**src/design/aws_pkg.sv**
```systemverilog
`timescale 1ns / 1ps

package aws_pkg;

  // Widths
  localparam int POS_BITS   = 24;
  localparam int START_W    = 24;
  localparam int LEN_W      = 25;
  localparam int SAMPLE_W   = 8;
  localparam int PEAK_W     = 8;
  localparam int GAIN_W     = 14;
  localparam int GAP_W      = 16;
  localparam int RATIO_W    = 4;
  localparam int CFG_IDX_W  = 1;
  localparam int CFG_DATA_W = 16;
  localparam int PROD_W     = SAMPLE_W + GAIN_W + 1;
  localparam int DROP_W     = POS_BITS + RATIO_W;
  localparam int DIV_CNT_W  = 4;

  // Gain numerator and register reset values
  localparam logic [GAIN_W-1:0]    GAIN_NUM      = GAIN_W'(12700);
  localparam logic [GAP_W-1:0]     MIN_GAP_RST   = GAP_W'(2000);
  localparam logic [RATIO_W-1:0]   DROP_RATIO_RST = RATIO_W'(5);
  localparam logic [DIV_CNT_W-1:0] DIV_LAST      = DIV_CNT_W'(GAIN_W - 1);

  // Class thresholds on s*gain: the scaled value s*gain/100 >> 2 is above 8
  // exactly when s*gain >= 3600, and equal to 8 when 3200 <= s*gain < 3600.
  // Saturation never moves a value across these points.
  localparam logic signed [PROD_W-1:0] PROD_HI  = PROD_W'(3600);
  localparam logic signed [PROD_W-1:0] PROD_MID = PROD_W'(3200);

  // Register indexes
  localparam logic [CFG_IDX_W-1:0] CFG_MIN_GAP    = CFG_IDX_W'(0);
  localparam logic [CFG_IDX_W-1:0] CFG_DROP_RATIO = CFG_IDX_W'(1);

  typedef enum logic [1:0] {
    CLS_ZERO = 2'd0,
    CLS_POS  = 2'd1,
    CLS_NEG  = 2'd2
  } wave_class_e;

  typedef enum logic [2:0] {
    ST_IDLE,
    ST_DIV,
    ST_MUL,
    ST_CLS,
    ST_EW1,
    ST_LMUL,
    ST_EW2,
    ST_FIN
  } ctrl_state_e;

  // Controller to datapath
  typedef struct packed {
    logic load_item;
    logic peak_upd;
    logic div_start;
    logic div_step;
    logic mul;
    logic classify;
    logic end_wave;
    logic new_wave;
    logic emit_final;
    logic clear;
  } cmd_t;

  // Datapath to controller
  typedef struct packed {
    logic gain_ready;
    logic div_last;
    logic wave_ends;
    logic seg_cut;
    logic last;
    logic out_free;
  } status_t;

endpackage

```
**src/design/audio_wave_segmenter_top.sv**
```systemverilog
`timescale 1ns / 1ps
// Audio wave segmenter.
// Input channel (in_valid_i / in_stall_o) carries req_type, sample and last.
// A recording is sent twice: first as req_type 0 items (peak pass), then as
// req_type 1 items (segmenting pass) with last on the final one.
// Output channel (out_valid_o / out_stall_i) carries one item per segment:
// start position, length and a final flag on the closing segment.
// A peak-pass item only updates the peak magnitude. A segmenting item is
// captured, multiplied and classified, with one more step when it closes a
// wave. The first segmenting item of a pass first runs the bit-serial gain
// divider. The final item ends by returning the block to its reset state, configuration apart.
// A segment item appears in the output register in the cycle after the wave
// that closes it is tested. A new input item is taken while a result waits
// in the output register; if the receiver stalls, an item that closes a
// wave, and the final item, wait until the register frees, holding off the
// input meanwhile.
// Reset clears the control, tracking and result state and loads min_gap = 2000, drop_ratio = 5.
// Configuration writes (cfg_valid_i / cfg_ready_o) are always taken.

module audio_wave_segmenter_top import aws_pkg::*; (
  input  logic                       clk_i,
  input  logic                       rst_ni,
  input  logic                       in_valid_i,
  output logic                       in_stall_o,
  input  logic                       req_type_i,
  input  logic signed [SAMPLE_W-1:0] sample_i,
  input  logic                       last_i,
  output logic                       out_valid_o,
  input  logic                       out_stall_i,
  output logic [START_W-1:0]         seg_start_o,
  output logic [LEN_W-1:0]           seg_length_o,
  output logic                       seg_final_o,
  input  logic                       cfg_valid_i,
  output logic                       cfg_ready_o,
  input  logic [CFG_IDX_W-1:0]       cfg_index_i,
  input  logic [CFG_DATA_W-1:0]      cfg_data_i
);

  cmd_t    cmd;
  status_t status;

  assign cfg_ready_o = 1'b1;

  aws_ctrl u_ctrl (
    .clk_i      (clk_i),
    .rst_ni     (rst_ni),
    .in_valid_i (in_valid_i),
    .req_type_i (req_type_i),
    .in_stall_o (in_stall_o),
    .status_i   (status),
    .cmd_o      (cmd)
  );

  aws_dpath u_dpath (
    .clk_i        (clk_i),
    .rst_ni       (rst_ni),
    .cmd_i        (cmd),
    .status_o     (status),
    .cfg_valid_i  (cfg_valid_i),
    .cfg_ready_i  (cfg_ready_o),
    .cfg_index_i  (cfg_index_i),
    .cfg_data_i   (cfg_data_i),
    .sample_i     (sample_i),
    .last_i       (last_i),
    .out_stall_i  (out_stall_i),
    .out_valid_o  (out_valid_o),
    .seg_start_o  (seg_start_o),
    .seg_length_o (seg_length_o),
    .seg_final_o  (seg_final_o)
  );

endmodule

```
**src/design/aws_ctrl.sv**
```systemverilog
`timescale 1ns / 1ps

module aws_ctrl import aws_pkg::*; (
  input  logic    clk_i,
  input  logic    rst_ni,
  input  logic    in_valid_i,
  input  logic    req_type_i,
  output logic    in_stall_o,
  input  status_t status_i,
  output cmd_t    cmd_o
);

  ctrl_state_e state_q, state_d;

  // State register
  always_ff @(posedge clk_i or negedge rst_ni) begin
    if (!rst_ni) begin
      state_q <= ST_IDLE;
    end else begin
      state_q <= state_d;
    end
  end

  assign in_stall_o = (state_q != ST_IDLE);

  // Next state and commands
  always_comb begin
    state_d = state_q;
    cmd_o   = '0;
    case (state_q)
      ST_IDLE: begin
        if (in_valid_i) begin
          if (req_type_i) begin
            cmd_o.load_item = 1'b1;
            if (status_i.gain_ready) begin
              state_d = ST_MUL;
            end else begin
              cmd_o.div_start = 1'b1;
              state_d         = ST_DIV;
            end
          end else begin
            cmd_o.peak_upd = 1'b1;
          end
        end
      end
      ST_DIV: begin
        cmd_o.div_step = 1'b1;
        if (status_i.div_last) begin
          state_d = ST_MUL;
        end
      end
      ST_MUL: begin
        cmd_o.mul = 1'b1;
        state_d   = ST_CLS;
      end
      ST_CLS: begin
        cmd_o.classify = 1'b1;
        if (status_i.wave_ends) begin
          state_d = ST_EW1;
        end else if (status_i.last) begin
          state_d = ST_LMUL;
        end else begin
          state_d = ST_IDLE;
        end
      end
      ST_EW1: begin
        // wave closed by a change of class; the item opens the next one
        if (status_i.out_free) begin
          cmd_o.end_wave = 1'b1;
          cmd_o.new_wave = 1'b1;
          if (!status_i.last) begin
            state_d = ST_IDLE;
          end else if (status_i.seg_cut) begin
            state_d = ST_FIN;
          end else begin
            state_d = ST_LMUL;
          end
        end
      end
      ST_LMUL: begin
        cmd_o.mul = 1'b1;
        state_d   = ST_EW2;
      end
      ST_EW2: begin
        // open wave tested at end of input
        if (status_i.out_free) begin
          cmd_o.end_wave = 1'b1;
          state_d        = ST_FIN;
        end
      end
      ST_FIN: begin
        if (status_i.out_free) begin
          cmd_o.emit_final = 1'b1;
          cmd_o.clear      = 1'b1;
          state_d          = ST_IDLE;
        end
      end
      default: begin
        state_d = ST_IDLE;
      end
    endcase
  end

endmodule

```
**src/design/aws_dpath.sv**
```systemverilog
`timescale 1ns / 1ps

module aws_dpath import aws_pkg::*; (
  input  logic                       clk_i,
  input  logic                       rst_ni,
  input  cmd_t                       cmd_i,
  output status_t                    status_o,
  input  logic                       cfg_valid_i,
  input  logic                       cfg_ready_i,
  input  logic [CFG_IDX_W-1:0]       cfg_index_i,
  input  logic [CFG_DATA_W-1:0]      cfg_data_i,
  input  logic signed [SAMPLE_W-1:0] sample_i,
  input  logic                       last_i,
  input  logic                       out_stall_i,
  output logic                       out_valid_o,
  output logic [START_W-1:0]         seg_start_o,
  output logic [LEN_W-1:0]           seg_length_o,
  output logic                       seg_final_o
);

  // Configuration
  logic [GAP_W-1:0]   min_gap_q;
  logic [RATIO_W-1:0] drop_ratio_q;

  // Item and arithmetic
  logic signed [SAMPLE_W-1:0] sample_q;
  logic                       last_q;
  logic [PEAK_W-1:0]          peak_q;
  logic [PEAK_W-1:0]          mag;
  logic [PEAK_W-1:0]          divisor;
  logic [GAIN_W-1:0]          gain_q;
  logic                       gain_ready_q;
  logic [GAIN_W-1:0]          num_q;
  logic [PEAK_W:0]            rem_q;
  logic [PEAK_W:0]            rem_trial;
  logic                       rem_ge;
  logic [DIV_CNT_W-1:0]       div_cnt_q;
  logic signed [PROD_W-1:0]   prod_q;
  logic [DROP_W-1:0]          drop_prod_q;
  wave_class_e                class_now;
  wave_class_e                class_q;

  // Wave and segment tracking
  wave_class_e         wave_class_q;
  logic [POS_BITS-1:0] wave_len_q;
  logic [POS_BITS-1:0] prev_wave_len_q;
  logic [POS_BITS-1:0] wave_begin_q;
  logic [POS_BITS-1:0] sample_pos_q;
  logic [POS_BITS-1:0] item_pos_q;
  logic [POS_BITS-1:0] segment_begin_q;
  logic [POS_BITS-1:0] last_drop_pos_q;
  logic [POS_BITS:0]   gap_limit;
  logic                is_drop;
  logic                seg_cut;
  logic                wave_ends;

  // Result register
  logic                out_valid_q;
  logic [START_W-1:0]  seg_start_q;
  logic [LEN_W-1:0]    seg_length_q;
  logic                seg_final_q;
  logic                out_free;
  logic [POS_BITS-1:0] cut_len;
  logic [POS_BITS:0]   final_len;

  // Configuration writes
  always_ff @(posedge clk_i or negedge rst_ni) begin
    if (!rst_ni) begin
      min_gap_q    <= MIN_GAP_RST;
      drop_ratio_q <= DROP_RATIO_RST;
    end else if (cfg_valid_i && cfg_ready_i) begin
      case (cfg_index_i)
        CFG_MIN_GAP:    min_gap_q    <= cfg_data_i[GAP_W-1:0];
        CFG_DROP_RATIO: drop_ratio_q <= cfg_data_i[RATIO_W-1:0];
        default: ;
      endcase
    end
  end

  // Item capture
  always_ff @(posedge clk_i) begin
    if (cmd_i.load_item) begin
      sample_q <= sample_i;
      last_q   <= last_i;
    end
  end

  // Peak magnitude: two's complement negation of -128 reads as 128 unsigned
  assign mag = sample_i[SAMPLE_W-1] ? PEAK_W'(-sample_i) : PEAK_W'(sample_i);

  always_ff @(posedge clk_i or negedge rst_ni) begin
    if (!rst_ni) begin
      peak_q <= '0;
    end else if (cmd_i.clear) begin
      peak_q <= '0;
    end else if (cmd_i.peak_upd && (mag > peak_q)) begin
      peak_q <= mag;
    end
  end

  // Gain divider, one quotient bit per cycle, restoring
  assign divisor   = (peak_q == '0) ? PEAK_W'(1) : peak_q;
  assign rem_trial = {rem_q[PEAK_W-1:0], num_q[GAIN_W-1]};
  assign rem_ge    = (rem_trial >= {1'b0, divisor});

  always_ff @(posedge clk_i) begin
    if (cmd_i.div_start) begin
      rem_q     <= '0;
      num_q     <= GAIN_NUM;
      div_cnt_q <= '0;
    end else if (cmd_i.div_step) begin
      rem_q     <= rem_ge ? (rem_trial - {1'b0, divisor}) : rem_trial;
      num_q     <= {num_q[GAIN_W-2:0], 1'b0};
      div_cnt_q <= div_cnt_q + DIV_CNT_W'(1);
    end
  end

  always_ff @(posedge clk_i or negedge rst_ni) begin
    if (!rst_ni) begin
      gain_q       <= '0;
      gain_ready_q <= 1'b0;
    end else if (cmd_i.clear) begin
      gain_q       <= '0;
      gain_ready_q <= 1'b0;
    end else if (cmd_i.div_start) begin
      gain_q <= '0;
    end else if (cmd_i.div_step) begin
      gain_q <= {gain_q[GAIN_W-2:0], rem_ge};
      if (div_cnt_q == DIV_LAST) begin
        gain_ready_q <= 1'b1;
      end
    end
  end

  // Products: scaled sample and drop test
  always_ff @(posedge clk_i) begin
    if (cmd_i.mul) begin
      prod_q      <= sample_q * $signed({1'b0, gain_q});
      drop_prod_q <= DROP_W'(wave_len_q) * DROP_W'(drop_ratio_q);
    end
  end

  // Class of the scaled sample
  always_comb begin
    if (prod_q >= PROD_HI) begin
      class_now = CLS_POS;
    end else if (prod_q >= PROD_MID) begin
      class_now = CLS_ZERO;
    end else begin
      class_now = CLS_NEG;
    end
  end

  assign wave_ends = (wave_len_q != '0) && (class_now != wave_class_q) &&
                     (class_now != CLS_ZERO);

  // Drop and segment-cut decision for the wave being closed
  assign is_drop   = (drop_prod_q < DROP_W'(prev_wave_len_q));
  assign gap_limit = (POS_BITS+1)'(last_drop_pos_q) + (POS_BITS+1)'(min_gap_q);
  assign seg_cut   = is_drop && ((POS_BITS+1)'(wave_begin_q) > gap_limit);

  // Wave state
  always_ff @(posedge clk_i or negedge rst_ni) begin
    if (!rst_ni) begin
      wave_class_q <= CLS_ZERO;
      wave_len_q   <= '0;
      wave_begin_q <= '0;
      sample_pos_q <= '0;
    end else if (cmd_i.clear) begin
      wave_class_q <= CLS_ZERO;
      wave_len_q   <= '0;
      wave_begin_q <= '0;
      sample_pos_q <= '0;
    end else if (cmd_i.classify) begin
      sample_pos_q <= sample_pos_q + POS_BITS'(1);
      if (wave_len_q == '0) begin
        wave_class_q <= class_now;
        wave_begin_q <= sample_pos_q;
        wave_len_q   <= POS_BITS'(1);
      end else if (!wave_ends) begin
        wave_len_q <= wave_len_q + POS_BITS'(1);
      end
    end else if (cmd_i.new_wave) begin
      wave_class_q <= class_q;
      wave_begin_q <= item_pos_q;
      wave_len_q   <= POS_BITS'(1);
    end
  end

  // Class and position of the item in flight
  always_ff @(posedge clk_i) begin
    if (cmd_i.classify) begin
      class_q    <= class_now;
      item_pos_q <= sample_pos_q;
    end
  end

  // Segment and drop history
  always_ff @(posedge clk_i or negedge rst_ni) begin
    if (!rst_ni) begin
      prev_wave_len_q <= '0;
      segment_begin_q <= '0;
      last_drop_pos_q <= '0;
    end else if (cmd_i.clear) begin
      prev_wave_len_q <= '0;
      segment_begin_q <= '0;
      last_drop_pos_q <= '0;
    end else if (cmd_i.end_wave) begin
      prev_wave_len_q <= wave_len_q;
      if (is_drop) begin
        last_drop_pos_q <= wave_begin_q;
      end
      if (seg_cut) begin
        segment_begin_q <= wave_begin_q;
      end
    end
  end

  // Result register; the position difference wraps at POS_BITS
  assign out_free  = !out_valid_q || !out_stall_i;
  assign cut_len   = wave_begin_q - segment_begin_q;
  assign final_len = {1'b0, item_pos_q - segment_begin_q} + (POS_BITS+1)'(1);

  always_ff @(posedge clk_i or negedge rst_ni) begin
    if (!rst_ni) begin
      out_valid_q <= 1'b0;
    end else if ((cmd_i.end_wave && seg_cut) || cmd_i.emit_final) begin
      out_valid_q <= 1'b1;
    end else if (!out_stall_i) begin
      out_valid_q <= 1'b0;
    end
  end

  always_ff @(posedge clk_i) begin
    if (cmd_i.end_wave && seg_cut) begin
      seg_start_q  <= START_W'(segment_begin_q);
      seg_length_q <= LEN_W'(cut_len);
      seg_final_q  <= 1'b0;
    end else if (cmd_i.emit_final) begin
      seg_start_q  <= START_W'(segment_begin_q);
      seg_length_q <= LEN_W'(final_len);
      seg_final_q  <= 1'b1;
    end
  end

  assign out_valid_o  = out_valid_q;
  assign seg_start_o  = seg_start_q;
  assign seg_length_o = seg_length_q;
  assign seg_final_o  = seg_final_q;

  // Status
  assign status_o.gain_ready = gain_ready_q;
  assign status_o.div_last   = (div_cnt_q == DIV_LAST);
  assign status_o.wave_ends  = wave_ends;
  assign status_o.seg_cut    = seg_cut;
  assign status_o.last       = last_q;
  assign status_o.out_free   = out_free;

endmodule

```
**config.mk**
```make
export PLATFORM = sky130hd
export DESIGN_NAME = audio_wave_segmenter_top
export DESIGN_NICKNAME = d
export VERILOG_FILES = /design/src/design/aws_pkg.sv /design/src/design/audio_wave_segmenter_top.sv /design/src/design/aws_ctrl.sv /design/src/design/aws_dpath.sv
export SDC_FILE = /design/constraint.sdc
export NUM_CORES = 1
export LEC_CHECK = 0
export ABC_CLOCK_PERIOD_IN_PS = 7610
export BUFFER_PORTS_ARGS = -buffer_cell sky130_fd_sc_hd__buf_2
export CAP_MARGIN = 20
export CORE_MARGIN = 3
export CORE_UTILIZATION = 45
export DETAILED_ROUTE_END_ITERATION = 8
export MAX_ROUTING_LAYER = met4
export PLACE_DENSITY = 0.6
export SYNTH_ARGS = -nofsm -noshare
export SYNTH_HDL_FRONTEND = slang
export SYNTH_SLANG_ARGS = --single-unit
```
**constraint.sdc**
```tcl
create_clock -name clk_i -period 7.61 [get_ports clk_i]
set_input_delay 0.761 -clock clk_i [delete_from_list [all_inputs] [get_ports clk_i]]
set_output_delay 0.761 -clock clk_i [all_outputs]
set_load 0.05 [all_outputs]
```
# After elaboration in Yosys (flattened, before gate mapping)
# Index checks and enable logic that the tools add are counted.
[word_totals]
ff_bits = 353
latch_bits = 0
elab_cells = 167
romBits = 0
ram_bits = 0
memories = 0
[op_classes]
eq_ne = 19
addsub = 9
n_shift = 0
div_mod_pow = 0
n_lt_le_gt_ge = 6
mul = 2
n_reduce_logical = 34
n_mux = 69
bitwise_logic = 1
[ops]
columns = ["op", "count"]
rows = [
  ["$mux W24", 23],
  ["$add A24 B1 Y24 const B", 2],
  ["$sub A24 B24 Y24", 2],
  ["$ge A23 B13 Y1 const B", 2],
  ["$mux W14", 3],
  ["$mux W8", 5],
  ["$mux W3", 11],
  ["$lt A28 B24 Y1", 1],
  ["$mul A24 B4 Y28", 1],
  ["$add A24 B1 Y25 const B", 1],
  ["$add A24 B16 Y25", 1],
  ["$gt A24 B25 Y1", 1],
  ["$logic_not A24 Y1", 1],
  ["$pmux W3 S8", 1],
  ["$reduce_bool A24 Y1", 1],
  ["$mul A8 B15 Y23", 1],
  ["$mux W2", 10],
  ["$reduce_bool A2 Y1", 9],
  ["$mux W1", 15],
  ["$eq A3 B3 Y1 const B", 4],
  ["$reduce_and A2 Y1", 6],
  ["$ge A9 B8 Y1", 1],
  ["$reduce_bool A3 Y1", 3],
  ["$gt A8 B8 Y1", 1],
  ["other kinds (21)", 34],
]

# Depth between registers and ports, before layout
# Gate-level depths: netlist of the first run.
[depth]
depth_word = 10
ltp_mapped = 23
mapped_depth_nobuf = 22

# Cells and area by module
# From an unflattened synthesis of the first run, not the netlist that was laid out.
[unflattened]
hier_cells = 2634
area_unflattened_um2 = 25694.6
[modules_own_cells]
columns = ["module", "instances", "area_each_um2", "cells_per_inst", "seq_area_each_um2"]
rows = [
  ["aws_dpath", 1, 25326.8, 2587, 9188.8],
  ["aws_ctrl", 1, 356.6, 45, 75.1],
  ["audio_wave_segmenter_top", 1, 11.3, 2, 0.0],
]

# Least setup slack after synthesis of the first run
# Ideal clock, no wire load.
[synth_timing]
path_type = "flip-flop to flip-flop"
start = "reg u_dpath.last_drop_pos_q[0]"
end = "reg u_dpath.seg_length_q[0] (netlist: u_dpath.seg_length_o[0]) (enable)"
slack_ps = 2016
t_required_ps = 7025
path_stages_with_launch = 24
setup_ps = 585
arrival_ps = 5009
cell_sequence = "dfrtp_1 -> ha_1 -> fa_1 -> a21oi_1 -> o21a_1 -> o21ai_0 -> nand2_1 -> o31ai_1 -> a311oi_1 -> o21bai_1 -> nand3_1 -> xor2_1 -> ha_1 -> a21o_1 -> a21o_1 -> a21o_1 -> a21o_1 -> a21oi_1 -> o21ai_0 -> a31o_2 -> a21boi_1 -> nand2_1 -> clkbuf_1 -> nand2_1"
[synth_via]
elab_chain_len = 5
[synth_rtl]
columns = ["item", "line", "text"]
rows = [
  ["start: declaration", "aws_dpath.sv:51", "logic [POS_BITS-1:0] last_drop_pos_q;"],
  ["start signal: assignment", "aws_dpath.sv:211", "last_drop_pos_q <= wave_begin_q;"],
  ["$add A24 B16 Y25", "aws_dpath.sv:159", "assign gap_limit = (POS_BITS+1)'(last_drop_pos_q) + (POS_BITS+1)'(min_gap_q);"],
  ["$gt A24 B25 Y1", "aws_dpath.sv:160", "assign seg_cut = is_drop && ((POS_BITS+1)'(wave_begin_q) > gap_limit);"],
  ["$logic_and A1 B1 Y1", "aws_dpath.sv:160", ""],
  ["$logic_and A1 B1 Y1", "aws_dpath.sv:235", "if (cmd_i.end_wave && seg_cut) begin"],
  ["$reduce_bool A2 Y1 (no source line)", "n/a", ""],
  ["end signal: assignment", "aws_dpath.sv:237", "seg_length_q <= LEN_W'(cut_len);"],
  ["end signal: assignment", "aws_dpath.sv:241", "seg_length_q <= LEN_W'(final_len);"],
  ["end: declaration", "aws_dpath.sv:60", "logic [LEN_W-1:0] seg_length_q;"],
]
# No other way between the ends.
# A chain may end at the register's enable or synchronous reset.

# Final worst setup path of the first run
[layout_timing]
start = "reg u_dpath.last_drop_pos_q[0]"
end = "reg u_dpath.seg_start_q[2] (netlist: u_dpath.seg_start_o[2]) (enable)"
[layout_via]
elab_chain_len = 5
[layout_rtl]
columns = ["item", "line", "text"]
rows = [
  ["$add A24 B16 Y25", "aws_dpath.sv:159", ""],
  ["$gt A24 B25 Y1", "aws_dpath.sv:160", ""],
  ["$logic_and A1 B1 Y1", "aws_dpath.sv:160", ""],
  ["$logic_and A1 B1 Y1", "aws_dpath.sv:235", ""],
  ["$reduce_bool A2 Y1 (no source line)", "n/a", ""],
  ["end signal: assignment", "aws_dpath.sv:236", "seg_start_q <= START_W'(segment_begin_q);"],
  ["end signal: assignment", "aws_dpath.sv:240", "seg_start_q <= START_W'(segment_begin_q);"],
  ["end: declaration", "aws_dpath.sv:59", "logic [START_W-1:0] seg_start_q;"],
]
# No other way between the ends.

==> results of run 1 <==
## state kept, by name (all words and copies together), names as in the netlist, 16 cells and up
name / cells
u_dpath.wave_begin_q: 24
u_dpath.seg_start_o: 24
u_dpath.prod_q: 19
u_dpath.last_drop_pos_q: 24
u_dpath.item_pos_q: 24
u_dpath.sample_pos_q: 24
u_dpath.prev_wave_len_q: 24
u_dpath.wave_len_q: 24
u_dpath.min_gap_q: 16
u_dpath.seg_length_o: 25
u_dpath.segment_begin_q: 24
u_dpath.drop_prod_q: 28
## layer usage
layer	up-vias	share of wire [%]	global-route usage [%]
li1	9632	-	-
met1	9810	46	29.1
met2	375	48	36.5
met3	73	3.9	2.72
met4	0	1.9	4.83
met5	-	0	-
## through the flow
| step | hold slack, ps | util, % |
|---|---|---|
| 6_report | 243 | 50.2 |
| 5_1_grt | 287 | 50.2 |
| 4_1_cts | 272 | 50.2 |
| 3_5_place_dp | 440 | 47.7 |
| 3_3_place_gp | 431 | 47.7 |
| 2_1_floorplan | 423 | - |
## cell type report
| type | count | area (um2) |
|---|---|---|
| fill | 5267 | 28200 |
| clock inverter | 20 | 189 |
| timing repair buffer | 106 | 617 |
| inverter | 259 | 972 |
| multi-input combinational | 2033 | 15300 |
| tap | 756 | 946 |
| sequential | 349 | 9260 |
| antenna | 1 | 2.50 |
| clock buffer | 59 | 1220 |
## power by group
part / total, mW / switching, mW / internal (mW) / leakage [nW]
sequential: 3.12 / 0.522 / 2.60 / 4.00
clock: 2.05 / 0.856 / 1.20 / 0.696
combinational: 5.21 / 3.15 / 2.06 / 8.07
total: 10.4 / 4.53 / 5.86 / 12.8
## kinds of logic after synthesis
kind of cell             synth area share (%)
AO/OA/AOI/OAI                            14.4
XOR/XNOR                                 4.51
adder cells (fa/ha/maj)                  19.9
buffers and inverters                    5.70
flip-flops                               35.7
multiplexers                             2.76
other                                  0.0144
AND/OR/NAND/NOR                          17.0
## how the worst max path moves through the flow
stage | depth (start not counted) | endpoint | slack, ps | from
floorplan | 23 | u_dpath.seg_length_o[0]$_DFFE_PP_ | 2020 | u_dpath.last_drop_pos_q[0]$_DFFE_PN0P_
global placement | 24 | u_dpath.seg_length_o[0]$_DFFE_PP_ | 1300 | u_dpath.last_drop_pos_q[0]$_DFFE_PN0P_
detailed placement | 24 | u_dpath.seg_start_o[0]$_DFFE_PP_ | 1150 | u_dpath.last_drop_pos_q[0]$_DFFE_PN0P_
CTS | 24 | u_dpath.seg_start_o[0]$_DFFE_PP_ | 1100 | u_dpath.last_drop_pos_q[0]$_DFFE_PN0P_
global route | 25 | u_dpath.seg_start_o[2]$_DFFE_PP_ | 930 | u_dpath.last_drop_pos_q[0]$_DFFE_PN0P_
finish | 25 | u_dpath.seg_start_o[2]$_DFFE_PP_ | 1370 | u_dpath.last_drop_pos_q[0]$_DFFE_PN0P_
## cell usage after synthesis, types with 13 or more instances
cell and n:
nor2b_1 20, o21a_1 20, or2_2 13, fa_1 121, xnor2_1 88, xor2_1 42
a31oi_1 23, or3_1 24, nand2b_1 27, nand3_1 83, a22o_1 14, nor3_1 43
and3_1 36, mux2i_1 40, nand2_1 341, mux2_2 28, inv_1 259, nand4_1 26
o21ai_0 149, dfxtp_1 26, nor4_1 16, o31ai_1 40, a211oi_1 18, ha_1 219
clkbuf_1 119, a21o_1 45, nor2_1 135, dfrtp_1 185, a21oi_1 170, and2_1 113
edfxtp_1 130
## worst max-delay path: cells and delay by family (launching register included)
| kind | cells | cell delay, ps |
|---|---|---|
| AND/OR/NAND/NOR | 4 | 810 |
| flip-flops | 1 | 360 |
| AO/OA/AOI/OAI | 14 | 2940 |
| buffers and inverters | 3 | 890 |
| adder cells (fa/ha/maj) | 3 | 750 |
| XOR/XNOR | 1 | 180 |
==> summary.md, run 1 <==
| Metric | Value |
|---|---|
| Run status | complete, no violations |
| Fin worst setup slack | 1370 ps |
| Sequential-to-total area share from yosys stat | between 30% and 40% |
| Die Wd | 246 um |
| Most used cell, CP | a21o_1 |
| Avg WL per Cell | 17.8 um |
| Period utilization | between 80% and 90% |
| Clk pin slew, worst setup/hold paths | 60 ps |
| Placed inst area | around 27000 um2 |
| Critical Path RT | between 7000 and 8000 ps |
| PwrDens | around 360 nW/um2 |
| First-pass GRT wire length | 105000 um |
| GRT overflow | 0 |
| P&R area growth vs syn | 9.72% |
| Critical Path AT | 6550 ps |
| Worst reg2reg path startpoint | u_dpath.last_drop_pos_q[0]$_DFFE_PN0P_ |
| I/O pins | 85 |
| Final hold viol count | 0 |
| Yosys cell types | 94 |
| Setup Buffers After CTS | 0 |
| RR Endpoint | u_dpath.seg_start_o[2]$_DFFE_PP_ |
| Number of global-route vias before repair | 19.6k |
| Vias | between 15k and 20k |
| CTS tree | built |
| Commonest non-fill, non-tap cell in the layout | nand2_1 |
| Rel. slew slack | 26.5% |
| Antenna Nets Post-Route | 0 |
| Top FF cell, synth | dfrtp_1 |
| Total GRT Usage | around 22% |
| Clk Latency, worst-skew pair | just under 600 ps |
| Drt first pass iters | 5 |
| Share of layout cells above drive strength 1 | 9.20% |
| Htree depth | 2 |
| Crit-path max cell delay | about 480 ps |
| FF-to-FF setup slack | 1370 ps |
| Max-Cap Viols | 0 |
| CP endpoint kind | flop |
| DP HPWL | roughly 47000 um |
| Post-synth EDFFs | 130 |
| Largest net degree at the start of global routing | 94 |
| Slew @ Worst Pin | approximately 1100 ps |
| Synth warnings | 0 |
| P_leak | approximately 13 nW |
| Total CTS buffers | between 40 and 50 |
| Starting Density | between 40% and 50% |
| Row count | 87 |
| Pre-CTS setup slack | around 1100 ps |
| Finish-stage setup viols | 0 |
| Root Buffer | clkbuf_16 |
| Layout net count | 3164 |
| RSZ-0062 raised after global routing | no |
| Non-Filler Instances | around 3.6k |
| Dominant cells by area after synthesis | dfrtp_1 18%, edfxtp_1 15%, ha_1 11%, fa_1 9.3%, nand2_1 4.9% |
| Top cell type's share of synthesized area | around 18% |
| Crit-path slowest cell | o21bai_1 |
| Peak VDD IR | a little over 0.2 mV |
| Final Skew | 30.1 ps |
| Slew Limit Fails | 0 |
| Routed WL | about 64000 um |
| Synth area leader | dfrtp_1 |
| Placed Instances | 3502 |
| Cts hold-fix bufs | 0 |
| First DRT Iteration DRCs | roughly 1.2k |
| Residual DRC count | 0 |
| Power Total | between 10 and 15 mW |
| Routed vias/inst | between 5 and 6 |
| Final worst path period need | 6240 ps |
| Critical path class | flop to flop |
| Area of the core | 56700 um2 |
| Synth async-reset ratio | between 50 and 60% |
| Synth Area per Inst | around 9.4 um2 |
| Fmax | ~160 MHz |
| Initial antenna violation count | 1 |
| Commonest cells after routing, fill and taps aside | 340 x nand2_1, 258 x inv_1, 219 x ha_1, 185 x dfrtp_1, 170 x a21oi_1 |
| Critical Path Source Type | flop |
| Min-delay worst type | primary input to async pin |
| Port buffer count | 83 |
| Critical path fanouts, max | 33 |
| Post-CTS sizing | 0 |
| Die height | roughly 250 um |
| GP Congestion | roughly 0.87 |
| Syn_nets | about 3.1k |
| FF+latch count, synth | approximately 350 |
| Design Area, Final | 28500 um2 |
| Synth Instances | between 2k and 3k |
| Die ar. | approximately 61000 um2 |
| CTS Sinks | 349 |
| FF-to-FF path depth | 25 |
| Clock tree buffer depth | 3 |
| Synth Cell Area | about 26000 um2 |
| Setup TNS | 0 ps |
No activity file was read; power rests on OpenSTA's default activity.
==> run 2: changes to the inputs <==
- ABC_CLOCK_PERIOD_IN_PS: 7610 -> 5600
- PLACE_DENSITY: 0.6 -> 0.62
- clock period: 7.61 -> 5.6 ns (I/O delays scaled with it)
==> run 2 against run 1 <==
Compared with the run above:
- die area unchanged
- fmax increased by 18%
- via count increased by 0.33%
- flip-flop and latch count unchanged
- final cell count increased by 0.25%
- combinational power increased by 36%
- worst hold slack got worse by 180 ps
- critical endpoint is now u_dpath.prod_q[20]$_DFFE_PP_
- highest routed layer unchanged
==> summary.md, run 2 (synthesis results as in run 1) <==
| Metric | Value |
|---|---|
| Run status | complete, no violations (unchanged) |
| I/O pins | 85 (unchanged) |
| Root Buffer | clkbuf_16 (unchanged) |
| Routed vias/inst | 5.56 (was 5.55) |
| Drt first pass iters | 7 (was 5) |
| Total GRT Usage | 21.7% (was 22.0%) |
| Finish-stage setup viols | 0 (unchanged) |
| Die height | 246 um (unchanged) |
| Rel. slew slack | 33.7% (was 26.5%) |
| Vias | 20.0k (was 19.9k) |
| Critical Path Source Type | flop (unchanged) |
| Commonest cells after routing, fill and taps aside | 340 x nand2_1, 258 x inv_1, 219 x ha_1, 185 x dfrtp_1, 170 x a21oi_1 (unchanged) |
| Total CTS buffers | 42 (was 43) |
| Layout net count | 3173 (was 3164) |
| Worst reg2reg path startpoint | u_dpath.sample_q[3]$_DFFE_PP_ (was u_dpath.last_drop_pos_q[0]$_DFFE_PN0P_) |
| Final worst path period need | 5270 ps (was 6240 ps) |
| Share of layout cells above drive strength 1 | 9.63% (was 9.20%) |
| Starting Density | 45.8% (unchanged) |
| Largest Register | u_dpath.drop_prod_q (unchanged) |
| GRT overflow | 0 (unchanged) |
| Final Skew | 28.2 ps (was 30.1 ps) |
| CTS tree | built (unchanged) |
| CP endpoint kind | flop (unchanged) |
| Clock tree buffer depth | 3 (unchanged) |
| Critical Path RT | 5920 ps (was 7920 ps) |
| Commonest non-fill, non-tap cell in the layout | nand2_1 (unchanged) |
| Clk Latency, worst-skew pair | 580 ps (was 590 ps) |
| Fmax | 190 MHz (was 160 MHz) |
| First-pass GRT wire length | 104000 um (was 105000 um) |
| Critical path fanouts, max | 14 (was 33) |
| CTS Sinks | 349 (unchanged) |
| P&R area growth vs syn | 10.4% (was 9.72%) |
| Slew @ Worst Pin | 989 ps (was 1100 ps) |
| Critical path class | flop to flop (unchanged) |
| Max reg flops | 28 (unchanged) |
| FF-to-FF path depth | 18 (was 25) |
| Setup TNS | 0 ps (unchanged) |
| Critical Path AT | 5590 ps (was 6550 ps) |
| Die ar. | 60600 um2 (unchanged) |
| First DRT Iteration DRCs | 1186 (was 1169) |
| Row count | 87 (unchanged) |
| Clk pin slew, worst setup/hold paths | 60 ps (about the same) |
| FF-to-FF setup slack | 330 ps (was 1370 ps) |
| Min-delay worst type | primary input to async pin (unchanged) |
| Port buffer count | 83 (unchanged) |
| Peak VDD IR | 0.292 mV (was 0.208 mV) |
| Routed WL | 63500 um (was 63900 um) |
| Max-Cap Viols | 0 (unchanged) |
| Largest net degree at the start of global routing | 100 (was 94) |
| Htree depth | 2 (unchanged) |
| RSZ-0062 raised after global routing | no (unchanged) |
| DP HPWL | 47000 um (was 46700 um) |
| Slew Limit Fails | 0 (unchanged) |
| Number of global-route vias before repair | 19.8k (was 19.6k) |
| P_leak | 12.9 nW (was 12.8 nW) |
| PwrDens | 497 nW/um2 (was 365 nW/um2) |
| Initial antenna violation count | 1 (unchanged) |
| Residual DRC count | 0 (unchanged) |
| Avg WL per Cell | 17.7 um (was 17.8 um) |
| Die Wd | 246 um (unchanged) |
| Period utilization | 94.2% (was 82.0%) |
| Antenna Nets Post-Route | 0 (unchanged) |
| Cts hold-fix bufs | 0 (unchanged) |
| GP Congestion | 0.908 (was 0.869) |
| RR Endpoint | u_dpath.prod_q[20]$_DFFE_PP_ (was u_dpath.seg_start_o[2]$_DFFE_PP_) |
| Area of the core | 56700 um2 (unchanged) |
| Final hold viol count | 0 (unchanged) |
| Power Total | 14.2 mW (was 10.4 mW) |
==> run 2: layout make-up <==
class / count / area, um2
diodes: 1 / 2.50
clock buffers: 58 / 1220
clock inverters: 20 / 246
fillers: 5169 / 28100
inverters: 259 / 972
multi-input cells: 2033 / 15300
flip-flops and latches: 349 / 9260
well taps: 756 / 946
repair buffers: 116 / 699
==> run 2: routing by layer <==
layer	vias to the layer above	track usage [%]	share of wire [%]
met3	79	2.70	4.1
met1	9828	28.0	45
met5	-	-	0
met2	400	36.4	49
li1	9649	-	-
met4	0	5.77	2.3
==> run 2: critical path, stage by stage (launching register included) <==
cell,delay (ps)
edfxtp_1,600
and2_1,280
fa_1,380
inv_1,80
fa_1,400
fa_1,470
fa_1,540
inv_1,40
ha_1,310
nor2b_1,130
o21ai_0,110
a21boi_0,260
o21ai_0,200
a211oi_2,350
nor3_1,110
nor3_1,270
a41oi_1,180
nor2b_1,170
xnor2_1,130
==> run 2: worst max path at each step <==
stage | start | to | slack, ps | depth (start not counted)
global route | u_dpath.last_drop_pos_q[0]$_DFFE_PN0P_ | u_dpath.seg_length_o[12]$_DFFE_PP_ | 3 | 19
finish | u_dpath.sample_q[3]$_DFFE_PP_ | u_dpath.prod_q[20]$_DFFE_PP_ | 330 | 18
global placement | u_dpath.last_drop_pos_q[0]$_DFFE_PN0P_ | u_dpath.seg_start_o[1]$_DFFE_PP_ | 110 | 23
CTS | u_dpath.last_drop_pos_q[0]$_DFFE_PN0P_ | u_dpath.seg_length_o[0]$_DFFE_PP_ | 20 | 23
detailed placement | u_dpath.last_drop_pos_q[0]$_DFFE_PN0P_ | u_dpath.seg_start_o[2]$_DFFE_PP_ | 90 | 23
floorplan | u_dpath.last_drop_pos_q[0]$_DFFE_PN0P_ | u_dpath.seg_length_o[0]$_DFFE_PP_ | 6 | 23
==> run 2: power breakdown <==
group	internal (mW)	switching (mW)	total (mW)
Combinational	2.82	4.29	7.10
Sequential	3.54	0.714	4.25
Clock	1.73	1.14	2.87
Total	8.08	6.14	14.2
==> run 2: what timing repair did <==
| action | CTS | global route |
|---|---|---|
| buffers inserted | 0 | 7 |
| gates resized for setup | 0 | 7 |
| setup endpoints to repair | 0 | 93 |
==> run 2: stage by stage <==
stage / hold WS, ps / cell area (um2) / setup WS [ps] / utilization, % / cells
floorplan: 264 / 26000 / 5.65 / - / 2772
global placement: 432 / 27100 / 112 / 47.7 / 3505
detailed placement: 439 / 27100 / 89.5 / 47.7 / 3505
CTS: 103 / 28500 / 24.6 / 50.3 / 3583
global route: 117 / 28600 / 2.73 / 50.5 / 3592
finish: 64.0 / 28600 / 326 / 50.5 / 3592
